$ cat config.mk
export PLATFORM = sky130hd
export DESIGN_NAME = packed_to_intel_hex_encoder
export DESIGN_NICKNAME = d
export VERILOG_FILES = /design/src/pihx_pkg.sv /design/src/pihx_front.sv /design/src/pihx_cmdq.sv /design/src/pihx_back.sv /design/src/packed_to_intel_hex_encoder.sv
export SDC_FILE = /design/constraint.sdc
export NUM_CORES = 1
export LEC_CHECK = 0
export ABC_CLOCK_PERIOD_IN_PS = 6000
export BUFFER_PORTS_ARGS = -buffer_cell sky130_fd_sc_hd__clkbuf_2
export CAP_MARGIN = 5
export CORE_AREA = 5 5 200 202
export DETAILED_ROUTE_END_ITERATION = 10
export DIE_AREA = 0 0 205 207
export PLACE_DENSITY_LB_ADDON = 0.15
export SLEW_MARGIN = 5
export SYNTH_ARGS = -nofsm -noshare
export SYNTH_HDL_FRONTEND = slang
export SYNTH_SLANG_ARGS = --single-unit
$ cat constraint.sdc
create_clock -name clk -period 6 [get_ports clk]
set_input_delay 0.3 -clock clk [delete_from_list [all_inputs] [get_ports clk]]
set_output_delay 0.3 -clock clk [all_outputs]
set_load 0.03 [all_outputs]
$ cat src/pihx_pkg.sv
// Shared types, constants and the hex digit helper for the packed-to-HEX encoder.
// Used by every module in src; depends on nothing.
`default_nettype none

package pihx_pkg;

  // Data bytes per HEX record before a forced flush.
  localparam int REC_BYTES = 26;
  localparam int FILL_W    = $clog2(REC_BYTES + 1);
  // Pair counter covers header, data and checksum pairs: 6 + fill pairs.
  localparam int PAIR_W    = $clog2(REC_BYTES + 6);
  // Second tap of the record shift line (only read when a record has two or more bytes).
  localparam int NEXT_TAP  = (REC_BYTES > 1) ? 1 : 0;
  // A record flushed by an address jump ends the beat group unless the new byte fills again.
  localparam bit JUMP_LAST = (REC_BYTES != 1);

  localparam int END_PAIRS = 6;
  localparam int END_W     = $clog2(END_PAIRS);

  localparam int CMDQ_DEPTH = 4;
  localparam int CMDQ_AW    = $clog2(CMDQ_DEPTH);

  localparam logic OP_BYTE = 1'b0;
  localparam logic OP_END  = 1'b1;

  localparam logic [6:0] CH_COLON = 7'h3A;
  localparam logic [6:0] CH_ZERO  = 7'h30;
  localparam logic [6:0] CH_UPA   = 7'h41;
  localparam logic [6:0] CH_NL    = 7'h0A;

  typedef enum logic [1:0] {
    PH_COUNT,
    PH_ADDR_HI,
    PH_ADDR_LO,
    PH_DATA
  } phase_t;

  typedef enum logic {
    CMD_DATA,
    CMD_FINISH
  } cmd_kind_t;

  typedef struct packed {
    cmd_kind_t   kind;
    logic [7:0]  data;
    logic [15:0] addr;
  } cmd_t;

  typedef struct packed {
    logic full;
    logic empty;
  } cmdq_status_t;

  typedef enum logic [1:0] {
    BK_IDLE,
    BK_STORE,
    BK_REC,
    BK_END
  } back_state_t;

  typedef enum logic [1:0] {
    AFT_NONE,
    AFT_STORE,
    AFT_END
  } after_t;

  function automatic logic [6:0] hex_char(input logic [3:0] v);
    logic [6:0] c;
    if (v < 4'd10) c = CH_ZERO + 7'(v);
    else           c = CH_UPA + 7'(v - 4'd10);
    return c;
  endfunction

endpackage

`default_nettype wire

$ cat src/pihx_front.sv
// Front end: parses the packed byte stream and turns it into queue commands.
// Depends on pihx_pkg.
`default_nettype none

module pihx_front (
  input  wire logic                  clk,
  input  wire logic                  rst,
  input  wire logic                  byte_valid,
  output logic                       byte_stall,
  input  wire logic                  op,
  input  wire logic [7:0]            data_byte,
  input  wire pihx_pkg::cmdq_status_t q_status,
  output logic                       push,
  output pihx_pkg::cmd_t             push_cmd
);
  import pihx_pkg::*;

  phase_t      phase, phase_next;
  logic [7:0]  bytes_left, bytes_left_next;
  logic [15:0] load_address, load_address_next;
  logic        accept;

  assign byte_stall = q_status.full;
  assign accept     = byte_valid && !q_status.full;

  // next state
  always_comb begin
    phase_next        = phase;
    bytes_left_next   = bytes_left;
    load_address_next = load_address;
    if (accept) begin
      if (op == OP_END) begin
        phase_next      = PH_COUNT;
        bytes_left_next = 8'd0;
      end else begin
        unique case (phase)
          PH_COUNT: begin
            if (data_byte == 8'd0) begin
              bytes_left_next = 8'd0;
            end else begin
              bytes_left_next = data_byte;
              phase_next      = PH_ADDR_HI;
            end
          end
          PH_ADDR_HI: begin
            load_address_next = {data_byte, 8'h00};
            phase_next        = PH_ADDR_LO;
          end
          PH_ADDR_LO: begin
            load_address_next = {load_address[15:8], data_byte};
            phase_next        = PH_DATA;
          end
          PH_DATA: begin
            load_address_next = load_address + 16'd1;
            if (bytes_left != 8'd0) bytes_left_next = bytes_left - 8'd1;
            if (bytes_left <= 8'd1) phase_next = PH_COUNT;
          end
        endcase
      end
    end
  end

  // command out
  always_comb begin
    push          = 1'b0;
    push_cmd.kind = CMD_FINISH;
    push_cmd.data = data_byte;
    push_cmd.addr = load_address;
    if (accept) begin
      if (op == OP_END) begin
        push = 1'b1;
      end else begin
        unique case (phase)
          PH_COUNT:   push = (data_byte == 8'd0);
          PH_ADDR_HI: push = 1'b0;
          PH_ADDR_LO: push = 1'b0;
          PH_DATA: begin
            push          = 1'b1;
            push_cmd.kind = CMD_DATA;
          end
        endcase
      end
    end
  end

  always_ff @(posedge clk) begin
    if (rst) begin
      phase        <= PH_COUNT;
      bytes_left   <= 8'd0;
      load_address <= 16'd0;
    end else begin
      phase        <= phase_next;
      bytes_left   <= bytes_left_next;
      load_address <= load_address_next;
    end
  end

endmodule

`default_nettype wire

$ cat src/pihx_cmdq.sv
// Short command queue between the parser and the text sequencer.
// Depends on pihx_pkg.
`default_nettype none

module pihx_cmdq (
  input  wire logic                  clk,
  input  wire logic                  rst,
  input  wire logic                  push,
  input  wire pihx_pkg::cmd_t        push_cmd,
  input  wire logic                  pop,
  output pihx_pkg::cmd_t             head,
  output pihx_pkg::cmdq_status_t     status
);
  import pihx_pkg::*;

  cmd_t               entries [CMDQ_DEPTH];
  logic [CMDQ_AW-1:0] wr_ptr, rd_ptr;
  logic [CMDQ_AW:0]   count;

  assign head         = entries[rd_ptr];
  assign status.full  = (count == (CMDQ_AW+1)'(CMDQ_DEPTH));
  assign status.empty = (count == '0);

  always_ff @(posedge clk) begin
    if (push) entries[wr_ptr] <= push_cmd;
  end

  always_ff @(posedge clk) begin
    if (rst) begin
      wr_ptr <= '0;
      rd_ptr <= '0;
      count  <= '0;
    end else begin
      if (push) wr_ptr <= wr_ptr + 1'b1;
      if (pop)  rd_ptr <= rd_ptr + 1'b1;
      count <= count + (CMDQ_AW+1)'(push) - (CMDQ_AW+1)'(pop);
    end
  end

endmodule

`default_nettype wire

$ cat src/pihx_back.sv
// Back end: gathers data bytes into the held record and streams HEX text pairs.
// Depends on pihx_pkg.
`default_nettype none

module pihx_back (
  input  wire logic                  clk,
  input  wire logic                  rst,
  input  wire pihx_pkg::cmdq_status_t q_status,
  input  wire pihx_pkg::cmd_t        head,
  output logic                       pop,
  output logic                       pair_valid,
  input  wire logic                  pair_stall,
  output logic [6:0]                 first_char,
  output logic [6:0]                 second_char,
  output logic                       last
);
  import pihx_pkg::*;

  back_state_t       state, state_next;
  after_t            after, after_next;
  logic              rec_last, rec_last_next;
  logic [FILL_W-1:0] fill;
  logic [15:0]       rec_start;
  logic [15:0]       next_addr;
  logic [7:0]        dsum;
  logic [PAIR_W-1:0] pc;
  logic [END_W-1:0]  ecnt;
  cmd_t              pend;
  logic [7:0]        rec_buf [REC_BYTES];

  logic              load_ok, emit, advance, do_store, shift_en;
  cmd_t              src;
  logic              jump, full_after, rec_tail, chk_pair, end_tail;
  logic [FILL_W-1:0] fill_inc;
  logic [7:0]        fill8, total, chk;
  logic [6:0]        gen_first, gen_second;
  logic              gen_last;

  assign load_ok    = !pair_valid || !pair_stall;
  assign src        = (state == BK_STORE) ? pend : head;
  assign jump       = (fill != '0) && (head.addr != next_addr);
  assign fill_inc   = fill + 1'b1;
  assign full_after = (fill_inc == FILL_W'(REC_BYTES));
  assign fill8      = 8'(fill);
  assign total      = fill8 + rec_start[15:8] + rec_start[7:0] + dsum;
  assign chk        = 8'd0 - total;
  assign rec_tail   = (pc == PAIR_W'(fill) + PAIR_W'(5));
  assign chk_pair   = (pc == PAIR_W'(fill) + PAIR_W'(4));
  assign end_tail   = (ecnt == END_W'(END_PAIRS - 1));
  assign advance    = emit && load_ok;

  // next state
  always_comb begin
    state_next    = state;
    after_next    = after;
    rec_last_next = rec_last;
    unique case (state)
      BK_IDLE: begin
        if (!q_status.empty) begin
          if (head.kind == CMD_FINISH) begin
            if (fill != '0) begin
              state_next    = BK_REC;
              after_next    = AFT_END;
              rec_last_next = 1'b0;
            end else begin
              state_next = BK_END;
            end
          end else if (jump) begin
            state_next    = BK_REC;
            after_next    = AFT_STORE;
            rec_last_next = JUMP_LAST;
          end else if (full_after) begin
            state_next    = BK_REC;
            after_next    = AFT_NONE;
            rec_last_next = 1'b1;
          end
        end
      end
      BK_STORE: begin
        if (full_after) begin
          state_next    = BK_REC;
          after_next    = AFT_NONE;
          rec_last_next = 1'b1;
        end else begin
          state_next = BK_IDLE;
        end
      end
      BK_REC: begin
        if (load_ok && rec_tail) begin
          case (after)
            AFT_STORE: state_next = BK_STORE;
            AFT_END:   state_next = BK_END;
            default:   state_next = BK_IDLE;
          endcase
        end
      end
      BK_END: begin
        if (load_ok && end_tail) state_next = BK_IDLE;
      end
    endcase
  end

  // outputs: queue pop, byte store and the next text pair
  always_comb begin
    pop        = 1'b0;
    do_store   = 1'b0;
    emit       = 1'b0;
    shift_en   = 1'b0;
    gen_first  = CH_ZERO;
    gen_second = CH_ZERO;
    gen_last   = 1'b0;
    unique case (state)
      BK_IDLE: begin
        pop      = !q_status.empty;
        do_store = !q_status.empty && (head.kind == CMD_DATA) && !jump;
      end
      BK_STORE: do_store = 1'b1;
      BK_REC: begin
        emit = 1'b1;
        if (rec_tail) begin
          gen_first  = hex_char(chk[3:0]);
          gen_second = CH_NL;
          gen_last   = rec_last;
        end else if (chk_pair) begin
          gen_first  = hex_char(rec_buf[0][3:0]);
          gen_second = hex_char(chk[7:4]);
        end else begin
          case (pc)
            PAIR_W'(0): begin
              gen_first  = CH_COLON;
              gen_second = hex_char(fill8[7:4]);
            end
            PAIR_W'(1): begin
              gen_first  = hex_char(fill8[3:0]);
              gen_second = hex_char(rec_start[15:12]);
            end
            PAIR_W'(2): begin
              gen_first  = hex_char(rec_start[11:8]);
              gen_second = hex_char(rec_start[7:4]);
            end
            PAIR_W'(3): begin
              gen_first  = hex_char(rec_start[3:0]);
              gen_second = CH_ZERO;
            end
            PAIR_W'(4): begin
              gen_first  = CH_ZERO;
              gen_second = hex_char(rec_buf[0][7:4]);
            end
            default: begin
              // low nibble of this byte, high nibble of the next; then advance the line
              gen_first  = hex_char(rec_buf[0][3:0]);
              gen_second = hex_char(rec_buf[NEXT_TAP][7:4]);
              shift_en   = load_ok;
            end
          endcase
        end
      end
      BK_END: begin
        emit = 1'b1;
        if (ecnt == '0) begin
          gen_first = CH_COLON;
        end else if (end_tail) begin
          gen_second = CH_NL;
          gen_last   = 1'b1;
        end
      end
    endcase
  end

  always_ff @(posedge clk) begin
    if (rst) begin
      state      <= BK_IDLE;
      after      <= AFT_NONE;
      rec_last   <= 1'b0;
      fill       <= '0;
      rec_start  <= 16'd0;
      next_addr  <= 16'd0;
      dsum       <= 8'd0;
      pc         <= '0;
      ecnt       <= '0;
      pair_valid <= 1'b0;
    end else begin
      state    <= state_next;
      after    <= after_next;
      rec_last <= rec_last_next;
      if (do_store) begin
        fill      <= fill_inc;
        next_addr <= src.addr + 16'd1;
        if (fill == '0) begin
          rec_start <= src.addr;
          dsum      <= src.data;
        end else begin
          dsum <= dsum + src.data;
        end
      end
      if (advance && state == BK_REC) begin
        if (rec_tail) begin
          pc   <= '0;
          fill <= '0;
        end else begin
          pc <= pc + 1'b1;
        end
      end
      if (advance && state == BK_END) begin
        ecnt <= end_tail ? '0 : ecnt + 1'b1;
      end
      if (load_ok) pair_valid <= emit;
    end
  end

  // payload: pending command, record line and output pair
  always_ff @(posedge clk) begin
    if (pop) pend <= head;
    if (shift_en) begin
      for (int i = 0; i < REC_BYTES - 1; i++) rec_buf[i] <= rec_buf[i+1];
    end else if (do_store) begin
      for (int i = 0; i < REC_BYTES; i++) begin
        if (fill == FILL_W'(i)) rec_buf[i] <= src.data;
      end
    end
    if (load_ok && emit) begin
      first_char  <= gen_first;
      second_char <= gen_second;
      last        <= gen_last;
    end
  end

endmodule

`default_nettype wire

$ cat src/packed_to_intel_hex_encoder.sv
// Top level of the packed-record to Intel HEX encoder.
// Instantiates pihx_front, pihx_cmdq and pihx_back; depends on pihx_pkg.
//
// Each input beat is one packed byte (op = 0) or an end-of-input mark (op = 1).
// The parser classifies beats at one per cycle unless the queue is full;
// nonzero count and address bytes cause no output; data bytes, zero count
// bytes and end marks become commands in a four-entry queue. The back end
// takes one queued command per cycle and adds a data byte to the held record.
// When a record is sent (full at 26 bytes, address jump, zero count byte or
// end of input) it streams one character pair per cycle while pair_stall is
// low: 6 + n pairs for n data bytes, then 6 pairs for the end record where
// the stream ends. The single pair-wide output sequencer sets the rate and
// takes no command during a record. Output pairs leave through a register,
// so the next pair is prepared while the current one waits on pair_stall.
// The last output is set on the final pair that a given input beat causes.
`default_nettype none

module packed_to_intel_hex_encoder (
  input  wire logic       clk,
  input  wire logic       rst,
  input  wire logic       byte_valid,
  output logic            byte_stall,
  input  wire logic       op,
  input  wire logic [7:0] data_byte,
  output logic            pair_valid,
  input  wire logic       pair_stall,
  output logic [6:0]      first_char,
  output logic [6:0]      second_char,
  output logic            last
);
  import pihx_pkg::*;

  cmdq_status_t q_status;
  cmd_t         push_cmd, head;
  logic         q_push, q_pop;

  // Parse packed bytes; push data and finish commands.
  pihx_front u_front (
    .clk        (clk),
    .rst        (rst),
    .byte_valid (byte_valid),
    .byte_stall (byte_stall),
    .op         (op),
    .data_byte  (data_byte),
    .q_status   (q_status),
    .push       (q_push),
    .push_cmd   (push_cmd)
  );

  // Decouple parsing from text generation.
  pihx_cmdq u_cmdq (
    .clk      (clk),
    .rst      (rst),
    .push     (q_push),
    .push_cmd (push_cmd),
    .pop      (q_pop),
    .head     (head),
    .status   (q_status)
  );

  // Gather bytes into records and stream the text.
  pihx_back u_back (
    .clk         (clk),
    .rst         (rst),
    .q_status    (q_status),
    .head        (head),
    .pop         (q_pop),
    .pair_valid  (pair_valid),
    .pair_stall  (pair_stall),
    .first_char  (first_char),
    .second_char (second_char),
    .last        (last)
  );

  // Never push into a full queue.
  a_no_push_full: assert property (@(posedge clk) disable iff (rst)
    q_status.full |-> !q_push)
    else $error("command pushed into full queue");

  // Never pop an empty queue.
  a_no_pop_empty: assert property (@(posedge clk) disable iff (rst)
    q_status.empty |-> !q_pop)
    else $error("command popped from empty queue");

  // Queue flags are exclusive.
  a_flags_exclusive: assert property (@(posedge clk) disable iff (rst)
    !(q_status.full && q_status.empty))
    else $error("queue reports full and empty");

endmodule

`default_nettype wire

# Word level (Yosys, flattened, before mapping)
# Memories as Yosys holds them, arrays and structs flattened. A register that Yosys moved wholly into a read port is not among the register bits.
# Cells that the tools add are included.
# word_totals
input_bits	13
mem_count	2
mem_bits_rw	308
reg_bits	131
# memory_table
name	words	word_bits	read_ports	rd_clocked_by_memory_dff	write_ports	line	text
u_back.rec_buf	26	8	26	0	25	pihx_back.sv:29	logic [7:0] rec_buf [REC_BYTES];
u_cmdq.entries	4	25	1	1	1	pihx_cmdq.sv:16	cmd_t entries [CMDQ_DEPTH];
# classes
muxes	215
reduce_logical	39
bitwise	28
addsub	50
n_eq_ne	51
order_cmp	12
# op_table
operator	count
$mux 8	30
$mux 1	129
$mux 7	16
$add 7x7->7 const A	11
$add 6x4->7 const A	10
$pmux 7 s5	2
$eq 5x5->1 const B	11
$sub 4x4->5 const B	10
$pmux 16 s3	1
$eq 5x4->1 const B	8
$lt 4x4->1 const B	10
$mux 2	17
$add 16x1->16 const B	2
$pmux 7 s2	2
$eq 5x3->1 const B	5
$mux 5	5
$or 1x1->1	25
$add 8x8->8	3
$mux 24	1
$eq 5x2->1 const B	4
$ne 16x16->1	1
$pmux 2 s4	2
$pmux 8 s2	1
$reduce_and 3->1	4
other kinds (46)	85

# Logic depth before layout (Yosys ltp)
# depth
depth_word	10
mapped_depth	19
mapped_depth_nobuf	19

# By module
# Synthesis repeated with hierarchy kept, for this count alone.
# hier_totals
cells_unflattened	1878
hier_area_um2	22858.2
# by_module_without_submodules
mod	instances	cells_per_inst	area_each_um2
pihx_back	1	1458	16843.7
pihx_cmdq	1	173	4090.2
pihx_front	1	247	1924.3

# Worst setup path after synthesis
# Ideal clock, no wire load.
# synth_path
path_kind	flip-flop to flip-flop
start	reg u_back.dsum[1]
end	reg u_back.second_char[4], data pin
setup_slack_ns	1.423
setup_time_ns	0.267
period_less_slack_ns	4.577
required_ns	5.733
n_path_buf	0
path_stages_with_launch	19
arrival_ns	4.310
path_cell_list	dfxtp_1 -> inv_1 -> fa_1 -> inv_1 -> fa_1 -> fa_1 -> inv_1 -> ha_1 -> fa_1 -> a21o_1 -> a21oi_1 -> xor2_1 -> ha_1 -> inv_1 -> ha_1 -> and3b_1 -> or3_1 -> a21oi_1 -> o22ai_1
# synth_between
elab_chain_len	8
word_cells_on_any_way	10
cone_classes	add/sub: 5; order compare: 1; mux: 4
# synth_lines
item	line	text
start: declaration	pihx_back.sv:25	logic [7:0] dsum;
start signal: assignment	pihx_back.sv:191	dsum <= src.data;
start signal: assignment	pihx_back.sv:193	dsum <= dsum + src.data;
$add 8x8->8 (*)	pihx_back.sv:45	assign total = fill8 + rec_start[15:8] + rec_start[7:0] + dsum;
$sub 1x8->8 (*)	pihx_back.sv:46	assign chk = 8'd0 - total;
$sub 4x4->5	pihx_pkg.sv:70	else c = CH_UPA + 7'(v - 4'd10);
$add 7x7->7	pihx_pkg.sv:70	
$mux 7 (*)	pihx_pkg.sv:69	if (v < 4'd10) c = CH_ZERO + 7'(v);
$mux 7 (*)	pihx_back.sv:124	end else if (chk_pair) begin
$mux 7 (*)	pihx_back.sv:120	if (rec_tail) begin
$pmux 7 s2 (*)	pihx_back.sv:112	unique case (state)
named net u_back.gen_second[4]	pihx_back.sv:36	logic [6:0] gen_first, gen_second;
end signal: assignment	pihx_back.sv:223	second_char <= gen_second;
end: declaration	pihx_back.sv:14	output logic [6:0] second_char,
# The timed path passes the listed nets; every way through them passes the cells marked *.
# A chain may end at the register's enable or synchronous reset.

# Worst setup path in the final report
# Same ends and word-level chain as after synthesis.

==> impl_metrics.env <==
export IMPL_most_common_layout_cells="edfxtp_1, nand2_1, nor2_1, mux2_2, a21oi_1"
export IMPL_cap_violations=0
export IMPL_place_worst_setup_slack_ps=1100
export IMPL_data_required_time_at_the_worst_endpoint_ps=6320
export IMPL_dieHeight_um=207
export IMPL_initial_utilization=0.592
export IMPL_finalNetCount=2052
export IMPL_fraction_of_synthesized_cell_area_taken_by_the_top_area_cell_type=0.462
export IMPL_critical_setup_path_class="reg -> reg"
export IMPL_cts_root_buffer_cell="clkbuf_16"
export IMPL_global_route_usage_met1=0.311
export IMPL_sum_neg_setup_slack_ps=0
export IMPL_syn_num_nets=2034
export IMPL_layout_min_cycle_time_ps=4900
export IMPL_path_type_of_the_worst_min_delay_path="in -> reg"
export IMPL_core_rowCount=72
export IMPL_layout_cells_most_common="edfxtp_1"
export IMPL_detail_route_wl_per_cell_um=19.5
export IMPL_startpoint_type="register"
export IMPL_finalPower_mw=12.6
export IMPL_detailed_router_iteration_count_before_antenna_repair=7
export IMPL_cts_reportedPaths_clkPinSlew_ps=60
export IMPL_synth_ff_latch_count=441
export IMPL_setup_worst_path_start="u_back.dsum[1]"
export IMPL_netlist_instances=1917
export IMPL_cts_htree_levels=2
export IMPL_detail_route_vias_per_cell=5.90
export IMPL_synth_flop_cell="edfxtp_1"
export IMPL_post_cts_buffers=0
export IMPL_grt_setup_unrepaired="false"
export IMPL_hpwlAfterDp_um=32900
export IMPL_grt_start_max_net_pins=47
export IMPL_worst_skew_pair_late_latency_ps=590
export IMPL_critical_path_reg2reg_startpoint="u_back.dsum[1]"
export IMPL_clockBufferDepth=3
export IMPL_cts_resized=0
export IMPL_routed_wirelength_um=48500
export IMPL_critical_path_slowest_cell="fa_1"
export IMPL_synth_area_leaders="edfxtp_1, dfxtp_1, mux2_2"
export IMPL_first_pass_grt_wire_length_um=78200
export IMPL_grt_overflow=0
export IMPL_drcViolationCount=0
export IMPL_use_met2=0.386
export IMPL_cts_tree="built"
export IMPL_route_antenna_remaining_nets=0
export IMPL_finalMaxSlewViolations=0
export IMPL_finalInstanceArea_mm2=0.0247
export IMPL_area_delta_synth_final_pct=9.50
export IMPL_share_of_synthesized_flip_flops_with_an_asynchronous_set_or_reset=0
export IMPL_finalWeightedCongestion=0.926
export IMPL_sequence_of_cells_on_the_critical_path="inv_1, fa_1, inv_1, fa_1, fa_1, inv_1, ha_1, fa_1, a21o_1, a21oi_1, xor2_1, ha_1, inv_1, ha_1, and3b_1, or3_1, a21oi_1, o22ai_1"
export IMPL_synth_edff_count=347
export IMPL_critical_path_reg2reg_endpoint="u_back.second_char[4]"
export IMPL_detailed_place_area_mm2=0.0233
export IMPL_number_of_distinct_library_cell_variants_in_the_gate_level_netlist_after_synthesis=74
export IMPL_ir_drop_mv=0.344
export IMPL_result_of_the_run="finished, final reports clean"
export IMPL_dp_cells=2405
export IMPL_flop_to_flop_setup_slack_ps=1100
export IMPL_chipWidth_um=205
export IMPL_final_period_utilization=0.817
export IMPL_critPathMaxFanout=4
export IMPL_cts_buffers=46
export IMPL_hold_worst_slack_ps=57.6
export IMPL_dieArea_mm2=0.0424
export IMPL_synthesized_cell_area_mm2=0.0226
export IMPL_r2r_worst_path_cells=18
export IMPL_endpoint_kind="register"
export IMPL_final_hold_violation_count=0
export IMPL_fill_cells=2908
export IMPL_num_antenna_cells=0
export IMPL_seq_area_frac_synth=0.545
export IMPL_fmax_mhz=204
export IMPL_final_layout_size_suffix_gt1_frac=0.171
export IMPL_syn_mean_instance_area_um2=11.8
export IMPL_final_util=0.648
export IMPL_worst_setup_path_endpoint="u_back.second_char[4]"
export IMPL_post_route_worst_setup_slack_ps=1100
export IMPL_number_of_global_route_vias_before_repair=14616
export IMPL_setup_viol=0
export IMPL_fin_cells=2489
export IMPL_io_pins=30
export IMPL_quantity_of_i_o_buffers_inserted_on_ports=29
export IMPL_post_synth_top_area_cell="edfxtp_1"
export IMPL_crit_path_max_incr_delay_ps=550
export IMPL_global_route_usage_met3=0.0288
export IMPL_worst_slew_pin_slew_ps=1130
export IMPL_worst_path_arrival_time_ps=5230
export IMPL_cts_hold_repair_buffers=0
export IMPL_core_region_area_mm2=0.0381
export IMPL_grt_most_used_layer="met2"
export IMPL_yosysWarnings=0
export IMPL_finClkSkew_ps=24.3
export IMPL_drt_iter0_markers=1208
export IMPL_lkg_pwr_nw=8.86
export IMPL_cts_sinks=441
export IMPL_power_density_mw_per_mm2=512
export IMPL_antenna_found_initial=0
export IMPL_global_route_usage_total=0.229
export IMPL_num_vias=14677
export IMPL_max_slew_margin=0.242
## per-layer routing
| layer | part of all wire | vias up |
|---|---|---|
| met3 | 0.051 | 85 |
| met5 | 0 | - |
| met4 | 0.026 | 0 |
| met2 | 0.50 | 425 |
| li1 | - | 7024 |
| met1 | 0.43 | 7143 |
## area by class of cell
class                   instances  area (µm²)  area share
multi-input cells            1279        9490       0.384
clock inverters                26         179     0.00724
well taps                     518         648      0.0262
inverters                      90         338      0.0137
flip-flops and latches        441       12300       0.498
repair buffers                 77         505      0.0205
clock buffers                  58        1250      0.0505
## worst min path at each step
stage	startpoint	endpoint	slack [ps]	cells past startpoint
2_1_floorplan	data_byte[0]	u_cmdq.entries[0][16]	400	0
3_3_place_gp	u_back.next_addr[11]	u_back.next_addr[11]	450	2
4_1_cts	data_byte[7]	u_cmdq.entries[3][23]	20	1
3_5_place_dp	u_back.next_addr[7]	u_back.next_addr[7]	460	2
6_report	data_byte[5]	u_cmdq.entries[0][21]	60	1
5_1_grt	data_byte[5]	u_cmdq.entries[0][21]	40	1
## report_power, final
group	switching, mW	internal (mW)
sequential	0.275	3.99
clock	1.18	1.53
combinational	3.52	2.15
total	4.98	7.67
## cell usage after synthesis (4+ instances only)
cell type  number
a2111oi_0       5
a211oi_1       45
a21o_1          7
a21oi_1       112
a22oi_1         6
a31oi_1        10
and2_1          8
and3_1          6
buf_1          11
buf_2          10
clkbuf_1       80
dfxtp_1        94
edfxtp_1      347
fa_1           14
ha_1           90
inv_1          90
mux2_2        134
mux2i_1        35
mux4_2         25
nand2_1       178
nand2b_1        6
nand3_1        33
nand3b_1       10
nand4_1        14
nor2_1        172
nor2_8         10
nor2b_1        12
nor3_1         26
nor3b_1         5
nor4_1         17
o211ai_1        9
o21a_1         25
o21ai_0        96
o22ai_1         7
o31ai_1         4
or3_1           6
xnor2_1        61
xor2_1         42
## kinds of logic (layout without fill, tap and decap cells)
kind of cell	count (synthesis)	after routing	synth area share
AO/OA/AOI/OAI	352	352	0.0955
multiplexers	194	194	0.107
adder cells (fa/ha/maj)	104	104	0.0623
flip-flops	441	441	0.545
buffers and inverters	197	251	0.0348
XOR/XNOR	104	104	0.0410
AND/OR/NAND/NOR	525	525	0.114
## critical path, delay by kind of cell (launching register included)
| family | cells | cell delay, ps |
|---|---|---|
| DFF | 1 | 360 |
| xor gates and xnor gates | 1 | 300 |
| buffers and inverters | 4 | 240 |
| adders and majority gates | 7 | 2620 |
| AOI/OAI and AO/OA | 4 | 630 |
| and+or+nand+nor | 2 | 520 |
## sequential cells by signal, indices dropped and copies added, names as in the netlist, 3 cells and up, named ones only
| signal | cells |
|---|---|
| u_back.second_char | 7 |
| u_back.fill | 5 |
| u_back.pend | 24 |
| u_front.bytes_left | 8 |
| u_cmdq.count | 3 |
| u_back.dsum | 8 |
| u_back.first_char | 7 |
| u_back.rec_buf | 208 |
| u_back.next_addr | 16 |
| u_front.load_address | 16 |
| u_back.ecnt | 3 |
| u_back.pc | 5 |
| u_back.rec_start | 16 |
| u_cmdq.entries | 100 |
Power figures use the tool's default switching activity.
